==> config.mk <==
export PLATFORM = sky130hd
export DESIGN_NAME = base64_url_decoder_top
export DESIGN_NICKNAME = d
export VERILOG_FILES = /design/src/rtl/b64d_pkg.sv /design/src/rtl/b64d_decode.sv /design/src/rtl/b64d_serializer.sv /design/src/rtl/base64_url_decoder_top.sv
export SDC_FILE = /design/constraint.sdc
export NUM_CORES = 1
export LEC_CHECK = 0
export ABC_AREA = 1
export BUFFER_PORTS_ARGS = -buffer_cell sky130_fd_sc_hd__buf_4
export CORE_MARGIN = 2
export CORE_UTILIZATION = 55
export DETAILED_ROUTE_END_ITERATION = 7
export GPL_TIMING_DRIVEN = 0
export PLACE_DENSITY = 0.74
export SLEW_MARGIN = 20
export SYNTH_ARGS = -nofsm -noshare
export SYNTH_HDL_FRONTEND = slang
export SYNTH_HIERARCHICAL = 1
export SYNTH_SLANG_ARGS = --single-unit
==> constraint.sdc <==
create_clock -name clk_i -period 9.8 [get_ports clk_i]
set_input_delay 2.45 -clock clk_i [delete_from_list [all_inputs] [get_ports clk_i]]
set_output_delay 2.45 -clock clk_i [all_outputs]
set_load 0.01 [all_outputs]
==> src/rtl/b64d_pkg.sv <==
// Shared types, constants and the character-to-sextet lookup of the base64 decoder.
package b64d_pkg;

  typedef enum logic [1:0] {
    ST_OK      = 2'd0,
    ST_INVALID = 2'd1,
    ST_LENGTH  = 2'd2
  } status_e;

  localparam logic [7:0] ChUpperA = 8'h41;
  localparam logic [7:0] ChUpperZ = 8'h5A;
  localparam logic [7:0] ChLowerA = 8'h61;
  localparam logic [7:0] ChLowerZ = 8'h7A;
  localparam logic [7:0] ChDigit0 = 8'h30;
  localparam logic [7:0] ChDigit9 = 8'h39;
  localparam logic [7:0] ChPlus   = 8'h2B;
  localparam logic [7:0] ChSlash  = 8'h2F;
  localparam logic [7:0] ChMinus  = 8'h2D;
  localparam logic [7:0] ChUnder  = 8'h5F;
  localparam logic [7:0] ChPad    = 8'h3D;

  localparam logic [7:0] LowerOffset = 8'd71;
  localparam logic [7:0] DigitOffset = 8'd4;
  localparam logic [5:0] SextetHi62  = 6'd62;
  localparam logic [5:0] SextetHi63  = 6'd63;

  typedef struct packed {
    logic       bad;
    logic       pad;
    logic [5:0] val;
  } sextet_t;

  // One decoded result group: up to three bytes, or a single status-only result.
  typedef struct packed {
    logic [23:0] word;
    logic [1:0]  cnt;
    logic        last;
    logic        stat_only;
    status_e     status;
  } grp_t;

  function automatic sextet_t b64d_sextet(input logic [7:0] c, input logic url);
    sextet_t    s;
    logic [7:0] t;
    s = '{bad: 1'b0, pad: 1'b0, val: 6'd0};
    t = 8'd0;
    if (c >= ChUpperA && c <= ChUpperZ) begin
      t = c - ChUpperA;
      s.val = t[5:0];
    end else if (c >= ChLowerA && c <= ChLowerZ) begin
      t = c - LowerOffset;
      s.val = t[5:0];
    end else if (c >= ChDigit0 && c <= ChDigit9) begin
      t = c + DigitOffset;
      s.val = t[5:0];
    end else if (url && c == ChMinus) begin
      s.val = SextetHi62;
    end else if (url && c == ChUnder) begin
      s.val = SextetHi63;
    end else if (!url && c == ChPlus) begin
      s.val = SextetHi62;
    end else if (!url && c == ChSlash) begin
      s.val = SextetHi63;
    end else if (!url && c == ChPad) begin
      s.pad = 1'b1;
    end else begin
      s.bad = 1'b1;
    end
    return s;
  endfunction

endpackage

==> src/rtl/b64d_decode.sv <==
// Character decoder: group state, padding and error tracking, result group building.
module b64d_decode (
  input  logic             clk_i,
  input  logic             rst_ni,
  input  logic             cfg_valid_i,
  input  logic             url_mode_i,
  input  logic             in_valid_i,
  output logic             in_ready_o,
  input  logic [7:0]       char_in_i,
  input  logic             last_char_i,
  input  logic             load_ok_i,
  output logic             grp_load_o,
  output b64d_pkg::grp_t   grp_o
);
  import b64d_pkg::*;

  logic        url_q;
  logic [17:0] acc_q, acc_d;
  logic [1:0]  pos_q, pos_d;
  logic [1:0]  pad_q, pad_d;
  status_e     err_q, err_d, err_n;
  sextet_t     s;
  logic [5:0]  v;
  logic [17:0] grown;
  logic [23:0] word;
  logic [1:0]  nbytes;
  logic        stat_only;
  logic        accept;

  always_comb begin
    s      = b64d_sextet(char_in_i, url_q);
    v      = s.val;
    err_n  = err_q;
    pad_d  = pad_q;
    acc_d  = acc_q;
    pos_d  = pos_q;
    word   = 24'd0;
    nbytes = 2'd0;
    grown  = {acc_q[11:0], v};
    if (err_q == ST_OK) begin
      if (s.bad) begin
        err_n = ST_INVALID;
      end else if (s.pad) begin
        if (pos_q < 2'd2) begin
          err_n = ST_INVALID;
        end else begin
          pad_d = pad_q + 2'd1;
          v = 6'd0;
        end
      end else if (pad_q != 2'd0) begin
        err_n = ST_INVALID;
      end
      grown = {acc_q[11:0], v};
      if (err_n == ST_OK) begin
        if (pos_q == 2'd3) begin
          word = {acc_q, v};
          if (pad_d != 2'd0 && !last_char_i) begin
            err_n = ST_INVALID;
          end else begin
            nbytes = 2'd3 - pad_d;
          end
          acc_d = 18'd0;
          pos_d = 2'd0;
          pad_d = 2'd0;
        end else begin
          if (last_char_i) begin
            if (url_q && pos_q != 2'd0) begin
              word = (pos_q == 2'd1) ? {grown[11:0], 12'h000} : {grown, 6'h00};
              nbytes = pos_q;
            end else begin
              err_n = ST_LENGTH;
            end
          end
          acc_d = grown;
          pos_d = pos_q + 2'd1;
        end
      end
    end
    err_d = err_n;
    if (last_char_i) begin
      acc_d = 18'd0;
      pos_d = 2'd0;
      pad_d = 2'd0;
      err_d = ST_OK;
    end
  end

  assign stat_only = last_char_i && (err_n != ST_OK || nbytes == 2'd0);

  always_comb begin
    grp_o.word      = stat_only ? 24'd0 : word;
    grp_o.cnt       = stat_only ? 2'd1 : nbytes;
    grp_o.last      = last_char_i;
    grp_o.stat_only = stat_only;
    grp_o.status    = stat_only ? err_n : ST_OK;
  end

  assign in_ready_o = (grp_o.cnt == 2'd0) || load_ok_i;
  assign accept     = in_valid_i && in_ready_o;
  assign grp_load_o = accept && (grp_o.cnt != 2'd0);

  always_ff @(posedge clk_i or negedge rst_ni) begin
    if (!rst_ni) begin
      url_q <= 1'b0;
      acc_q <= 18'd0;
      pos_q <= 2'd0;
      pad_q <= 2'd0;
      err_q <= ST_OK;
    end else begin
      if (cfg_valid_i) begin
        url_q <= url_mode_i;
      end
      if (accept) begin
        acc_q <= acc_d;
        pos_q <= pos_d;
        pad_q <= pad_d;
        err_q <= err_d;
      end
    end
  end

endmodule

==> src/rtl/b64d_serializer.sv <==
// Result group register that hands out one result per cycle on the output channel while the receiver is ready.
module b64d_serializer (
  input  logic             clk_i,
  input  logic             rst_ni,
  input  logic             grp_load_i,
  input  b64d_pkg::grp_t   grp_i,
  output logic             load_ok_o,
  output logic             out_valid_o,
  input  logic             out_ready_i,
  output logic [7:0]       data_byte_o,
  output logic             byte_valid_o,
  output logic             last_out_o,
  output logic [1:0]       status_o
);
  import b64d_pkg::*;

  logic       valid_q, valid_d;
  logic [1:0] idx_q, idx_d;
  grp_t       grp_q;
  logic       pop;
  logic       done;

  assign done      = idx_q == (grp_q.cnt - 2'd1);
  assign pop       = valid_q && out_ready_i;
  assign load_ok_o = !valid_q || (pop && done);

  always_comb begin
    valid_d = valid_q;
    idx_d   = idx_q;
    if (pop) begin
      if (done) begin
        valid_d = 1'b0;
        idx_d   = 2'd0;
      end else begin
        idx_d = idx_q + 2'd1;
      end
    end
    if (grp_load_i) begin
      valid_d = 1'b1;
      idx_d   = 2'd0;
    end
  end

  always_ff @(posedge clk_i or negedge rst_ni) begin
    if (!rst_ni) begin
      valid_q <= 1'b0;
      idx_q   <= 2'd0;
    end else begin
      valid_q <= valid_d;
      idx_q   <= idx_d;
    end
  end

  always_ff @(posedge clk_i) begin
    if (grp_load_i) begin
      grp_q <= grp_i;
    end
  end

  always_comb begin
    case (idx_q)
      2'd0:    data_byte_o = grp_q.word[23:16];
      2'd1:    data_byte_o = grp_q.word[15:8];
      default: data_byte_o = grp_q.word[7:0];
    endcase
  end

  assign out_valid_o  = valid_q;
  assign byte_valid_o = !grp_q.stat_only;
  assign last_out_o   = grp_q.last && done;
  assign status_o     = grp_q.status;

  a_idx_in_range: assert property (@(posedge clk_i) disable iff (!rst_ni)
    valid_q |-> idx_q < grp_q.cnt)
    else $error("Result index beyond the group size.");

  a_status_group: assert property (@(posedge clk_i) disable iff (!rst_ni)
    valid_q && grp_q.stat_only |-> grp_q.last && grp_q.cnt == 2'd1)
    else $error("Status-only group is not a single final result.");

  a_load_only_free: assert property (@(posedge clk_i) disable iff (!rst_ni)
    grp_load_i |-> load_ok_o)
    else $error("Group loaded while the previous one is still pending.");

  a_drain_frees: assert property (@(posedge clk_i) disable iff (!rst_ni)
    pop && done && !grp_load_i |=> !valid_q)
    else $error("Group register not freed after its final result.");

endmodule

==> src/rtl/base64_url_decoder_top.sv <==
// Top level of the streaming base64 and base64url decoder.
//
// The input channel takes one character per request, with last_char_i on the
// final character of a text. The output channel delivers one result per
// request: a decoded byte, or on error a single status-only result that ends
// the text. The configuration channel writes url_mode and is always ready;
// the user must write it only while the decoder is idle; it is not enforced.
// A character is taken every cycle unless it waits for the group register. A
// character that completes a group, or ends the text, loads a result group of
// one to three results that appear on the output in the cycle after acceptance
// and leave one per cycle while the receiver is ready. Characters that produce
// no result keep flowing while a group drains, so four characters per three
// bytes run at full rate. A character that needs the group register waits
// only while that register still holds results. When the receiver stalls, the
// group holds and input stops at the next character that produces results.
// Reset clears the group state, the error and url_mode; the output is empty.
module base64_url_decoder_top (
  input  logic       clk_i,
  input  logic       rst_ni,
  input  logic       cfg_valid_i,
  output logic       cfg_ready_o,
  input  logic       url_mode_i,
  input  logic       in_valid_i,
  output logic       in_ready_o,
  input  logic [7:0] char_in_i,
  input  logic       last_char_i,
  output logic       out_valid_o,
  input  logic       out_ready_i,
  output logic [7:0] data_byte_o,
  output logic       byte_valid_o,
  output logic       last_out_o,
  output logic [1:0] status_o
);
  import b64d_pkg::*;

  grp_t grp;
  logic grp_load;
  logic load_ok;

  assign cfg_ready_o = 1'b1;

  b64d_decode u_decode (
    .clk_i       (clk_i),
    .rst_ni      (rst_ni),
    .cfg_valid_i (cfg_valid_i),
    .url_mode_i  (url_mode_i),
    .in_valid_i  (in_valid_i),
    .in_ready_o  (in_ready_o),
    .char_in_i   (char_in_i),
    .last_char_i (last_char_i),
    .load_ok_i   (load_ok),
    .grp_load_o  (grp_load),
    .grp_o       (grp)
  );

  b64d_serializer u_serializer (
    .clk_i        (clk_i),
    .rst_ni       (rst_ni),
    .grp_load_i   (grp_load),
    .grp_i        (grp),
    .load_ok_o    (load_ok),
    .out_valid_o  (out_valid_o),
    .out_ready_i  (out_ready_i),
    .data_byte_o  (data_byte_o),
    .byte_valid_o (byte_valid_o),
    .last_out_o   (last_out_o),
    .status_o     (status_o)
  );

endmodule
-- Word-level counts from Yosys, hierarchy flattened
Index checks and enable logic that the tools add are counted.
- $add $sub $neg: 8
- $lt $le $gt $ge: 7
- equality and inequality tests: 9
- muxes and demuxes: 65
- bitwise operators: 2
- reductions and logical operators: 41
- operators by type and width (cell ; number):
    $mux 24 ; 4
    $mux 2 ; 41
    $mux 18 ; 4
    $mux 6 ; 10
    $eq 8x6->1 const B ; 4
    $reduce_bool 2->1 ; 9
    $ge 8x7->1 const B ; 2
    $le 8x7->1 const B ; 2
    $logic_and 1x1->1 ; 16
    $pmux 8 s2 ; 1
    $logic_not 2->1 ; 5
    $eq 8x7->1 const B ; 1
    $ge 8x6->1 const B ; 1
    $le 8x6->1 const B ; 1
    $add 2x1->2 const B ; 3
    $add 6x3->6 const B ; 1
    $sub 6x1->6 const B ; 1
    $sub 6x3->6 const B ; 1
    $mux 1 ; 5
    $eq 2x1->1 const B ; 2
    $logic_not 1->1 ; 4
    $reduce_and 2->1 ; 2
    $logic_or 1x1->1 ; 3
    $reduce_and 3->1 ; 1
    other kinds (7) ; 8
- register bits: 58
- output and inout bits: 15
- logic and storage cells: 144

-- Longest topological paths before layout
- depth in word-level cells: 29
- depth in mapped cells: 18

-- By module
The synthesis kept the hierarchy.
- by module, submodules not included (module ; times used ; cells an instance ; area each (µm²)):
    b64d_decode ; 1 ; 460 ; 2780.2
    b64d_serializer ; 1 ; 92 ; 1295.0
    base64_url_decoder_top ; 1 ; 2 ; 11.3

-- Least setup slack after synthesis
Ideal clock, no wire load.
- kind: input to output
- from: input char_in_i[2]
- to: output in_ready_o
- data arrival time: 4.001 ns
- required time: 7.350 ns
- slack: 3.349 ns
- stages on the path: 13
- path buffers: 1
- cells stage by stage: inv_2 ha_1 nand2_1 nand2_1 nor2_1 nand3_2 nand2_1 nand2_2 nor3_4 nand2_1 nand3_2 nand2_4 buf_4
- longest elaborated chain between the ends: 25
- elaborated cells on any way between the ends: 55
- those cells by class: add/sub: 1; order compare: 6; eq/ne: 5; mux: 26; reduce/logical: 17
- RTL lines (item ; line ; source):
    start, declared ; base64_url_decoder_top.sv:25 ; input logic [7:0] char_in_i,
    $eq 8x6->1 ; b64d_pkg.sv:64 ; end else if (!url && c == ChPad) begin
    $logic_and 1x1->1 ; b64d_pkg.sv:64 ;
    $mux 1 ; b64d_pkg.sv:64 ;
    $mux 2 ; b64d_pkg.sv:62 ; end else if (!url && c == ChSlash) begin
    $mux 2 ; b64d_pkg.sv:60 ; end else if (!url && c == ChPlus) begin
    $mux 2 ; b64d_pkg.sv:58 ; end else if (url && c == ChUnder) begin
    $mux 2 ; b64d_pkg.sv:56 ; end else if (url && c == ChMinus) begin
    $mux 2 ; b64d_pkg.sv:53 ; end else if (c >= ChDigit0 && c <= ChDigit9) begin
    $mux 2 ; b64d_pkg.sv:50 ; end else if (c >= ChLowerA && c <= ChLowerZ) begin
    $mux 2 (*) ; b64d_pkg.sv:47 ; if (c >= ChUpperA && c <= ChUpperZ) begin
    parallel branches: the longest is 12 deep, another holds $sub 2x2->2 ; n/a ;
    $mux 2 (*) ; b64d_decode.sv:92 ; grp_o.cnt = stat_only ? 2'd1 : nbytes;
    $logic_not 2->1 (*) ; b64d_decode.sv:98 ; assign in_ready_o = (grp_o.cnt == 2'd0) || load_ok_i;
    $logic_or 1x1->1 (*) ; b64d_decode.sv:98 ;
    end, declared ; base64_url_decoder_top.sv:24 ; output logic in_ready_o,
Mark *: on every way between the ends. The select of a mux whose other input is x is not followed.

-- Final worst setup path
- from: input char_in_i[0]
- to: output in_ready_o
The elaborated chain is that of the path after synthesis.

==> results.json <==
{
  "max_stage_delay_ps": 250,
  "synth.distinct_cells": 35,
  "start_kind": "primary input",
  "slew_violations": 0,
  "cp.depth": 15,
  "cts_tree": "yes",
  "firstDrtPassIters": 5,
  "critical_path.top_delay_family": "simple AND/OR/NAND/NOR gates",
  "maxCapViolCount": 0,
  "switching_share": 0.389,
  "reg2reg_depth": 15,
  "max_freq_mhz": 141,
  "regToRegEndpoint": "u_serializer/idx_q[1]",
  "dp_hpwl_mm": 7.29,
  "die_h_um": 90.2,
  "die_area_mm2": 0.00814,
  "grt_util_all_layers": 0.246,
  "post_route_cells_drive_above_1_share": 0.144,
  "endpoint_kind": "primary output",
  "port-buffer-count": 27,
  "rows": 31,
  "ys_seq_elements": 58,
  "cp_slowest_cell": "ha_1",
  "p_comb_frac": 0.383,
  "rsz0062_at_grt": "no",
  "cts.clk_slew.worst_paths_ps": 70,
  "grt_max_degree": 34,
  "via_per_inst": 5.27,
  "post-route-period-util": 0.723,
  "power.internal_uw": 583,
  "power.leakage_nw": 2.33,
  "dr_total_vias": 3671,
  "setup-tns-final_ps": 0,
  "fp.dieW_um": 90.2,
  "ys_top_cells_by_area": "edfxtp_1 22%, dfrtp_1 17%, nand2_1 14%",
  "drc": 0,
  "cts_resized": 0,
  "r2r_setup_slack_ps": 7030,
  "crit_required_ps": 7350,
  "finalSetupViolCount": 0,
  "drtAntennaViolNets": 0,
  "gp_congestion": 0.956,
  "grt_pass1_wl_mm": 16.1,
  "cp.arrival_ps": 4630,
  "path_cells": "buf_4 -> inv_1 -> ha_1 -> nand2_1 -> nand2_1 -> nor2_1 -> nand3_2 -> nand2_1 -> nand2_2 -> nor3_4 -> nand2_1 -> nand3_2 -> nand2_4 -> buf_4 -> buf_4",
  "p_switching_uw": 370,
  "pwr-share-clk": 0.257,
  "post_drt_wl_per_cell_um": 13.6,
  "ioPinCount": 30,
  "nets": 622,
  "final_core_util": 0.643,
  "fin_skew_ps": 5.48,
  "r2r_start": "u_decode/pos_q[1]",
  "place_area_mm2": 0.00441,
  "clock_latency_ps": 330,
  "cts_buffers": 9,
  "outcome": "finished clean",
  "synth_warnings": 6,
  "core_area_mm2": 0.00721,
  "routed_wl_mm": 9.46,
  "synth_nets": 584,
  "ir_drop_mv": 0.0907,
  "crit_type": "primary input to primary output",
  "grt_pass1_vias": 3432,
  "setup.worst_path.start": "char_in_i[0]",
  "min_period_ps": 7080,
  "synth_top_area_share": 0.220,
  "overflow": 0,
  "slew_headroom": 0.578,
  "path_buf_inv": 4,
  "hold_path_class": "flop to flop",
  "crit_fanout": 10,
  "powerDensity_mw_per_mm2": 206,
  "cts_sinks": 58,
  "cts_buffer_depth": 2,
  "min_path_cells": 2,
  "start_util": 0.566,
  "yosysTopAreaCell": "edfxtp_1",
  "p_seq_frac": 0.360,
  "hold_viol": 0,
  "yosysSeqAreaShare": 0.392,
  "antenna_found_initial": 0,
  "cts_setup_buffers": 0,
  "area_delta_synth_final_pct": 13.5,
  "syn-mean-instance-area_um2": 7.38,
  "crit_top_cell": "nand2_1",
  "postLayoutCellArea_mm2": 0.00464,
  "num-fill-cells": 649,
  "holdBufCountCts": 0,
  "worst_pin_slew_ps": 631,
  "htree_levels": 3,
  "drt_iter0_markers": 274,
  "clockRootBuffer": "clkbuf_8",
  "syn-cell-area_mm2": 0.00409,
  "antennaDiodeCount": 0,
  "cp-endpoint": "in_ready_o",
  "syn_inst": 554,
  "fin_hold_ws_ps": 477
}
[power by group through the flow]
stage,sequential [mW],clock [mW],combinational (mW)
2_1_floorplan,0.339,0,0.251
6_report,0.344,0.245,0.365
4_1_cts,0.343,0.250,0.365
3_5_place_dp,0.348,0,0.364
3_3_place_gp,0.345,0,0.355
5_1_grt,0.349,0.263,0.410
[cells in the final DEF (no fill, tap or decap), types with 3 or more instances in the layout]
cell      synthesis  routed
o21ai_0          24      24
a21oi_1          11      11
inv_2             7       8
buf_2             5       5
dfrtp_1          28      28
edfxtp_1         30      30
nand2_1         156     156
clkbuf_1          9       9
nand3_2           7       7
buf_4             7      34
nand2_2           7       7
o211ai_1          8       8
nand3_1          26      26
inv_1            79      78
clkbuf_8          0       9
nor2_2            3       3
or2_1             8       8
o21bai_1          3       3
ha_1             15      15
nor2_1           49      49
nand4_1          28      28
a22oi_1          15      15
xor2_1            4       4
o22ai_1           7       7
[Yosys cell counts, drive strengths merged]
| master | count |
|---|---|
| a21boi | 2 |
| a21oi | 11 |
| a22oi | 15 |
| buf | 14 |
| clkbuf | 9 |
| clkinv | 1 |
| conb | 1 |
| dfrtp | 28 |
| edfxtp | 30 |
| ha | 15 |
| inv | 86 |
| nand2 | 164 |
| nand3 | 33 |
| nand3b | 1 |
| nand4 | 28 |
| nor2 | 54 |
| nor3 | 3 |
| o2111ai | 2 |
| o211ai | 8 |
| o21ai | 24 |
| o21bai | 3 |
| o221ai | 1 |
| o22ai | 7 |
| or2 | 8 |
| xnor2 | 2 |
| xor2 | 4 |
[cell type report]
cell class | count | area (um2) | share of cell area
timing repair buffer | 27 | 203 | 0.0437
clock buffer | 9 | 124 | 0.0267
inverter | 87 | 327 | 0.0704
sequential | 58 | 1600 | 0.345
tap | 99 | 124 | 0.0267
clock inverter | 7 | 101 | 0.0219
buffer | 23 | 134 | 0.0289
multi-input combinational | 386 | 2020 | 0.436
[stage by stage]
step | instances | setup WS, ps | total power [mW]
after CTS | 696 | 2730 | 0.958
after floorplan | 554 | 3350 | 0.590
after global routing | 696 | 2510 | 1.02
final | 696 | 2720 | 0.953
after detailed placement | 680 | 2730 | 0.711
after global placement | 680 | 2750 | 0.700
[cell families (layout without fill, tap and decap cells)]
logic type | Yosys count | after routing | share of synthesized area
buffers and inverters | 110 | 153 | 0.113
AND/OR/NAND/NOR | 291 | 291 | 0.324
adder cells (fa/ha/maj) | 15 | 15 | 0.0459
flip-flops | 58 | 58 | 0.392
XOR/XNOR | 6 | 6 | 0.0129
other | 1 | 1 | 0.000918
AO/OA/AOI/OAI | 73 | 73 | 0.111
[worst register-to-register path, cell delays in order (launching register included)]
cell and delay (ps):
dfrtp_1 480, inv_1 110, ha_1 190, nor2_1 90, inv_1 60, nor2_1 130, inv_1 100, o21ai_0 130
a21boi_0 190, nand2_1 130, nand3_2 110, nand3_1 100, inv_2 490, nor2_1 160, nand4_1 130, nand2_1 50
[worst min path at each step]
stage	start	slack, ps	endpoint
detailed placement	u_decode/acc_q[11]	460	u_decode/acc_q[11]
global route	u_decode/acc_q[12]	490	u_decode/acc_q[12]
finish	u_decode/acc_q[7]	480	u_decode/acc_q[7]
CTS	u_decode/acc_q[11]	480	u_decode/acc_q[11]
floorplan	u_decode/acc_q[11]	440	u_decode/acc_q[11]
global placement	u_decode/acc_q[12]	450	u_decode/acc_q[12]
[sequential cells by signal, summed over array words and instances (netlist names)]
| register | count |
|---|---|
| u_decode/pos_q | 2 |
| u_serializer/grp_q | 28 |
| u_decode/pad_q | 2 |
| u_decode/acc_q | 18 |
| u_serializer/status_o | 2 |
| u_decode/err_q | 2 |
| u_decode/url_q | 1 |
| u_serializer/idx_q | 2 |
| u_serializer/out_valid_o | 1 |
[layer usage]
metal	wire [um]	part of all wire	global-route usage	vias to the layer above
li1	-	-	-	1881
met2	4730	0.50	0.430	107
met1	4180	0.44	0.315	1674
met5	0	0	0	-
met4	100	0.011	0.0667	0
met3	455	0.048	0.0411	9
(Power assumes the default switching activity.)
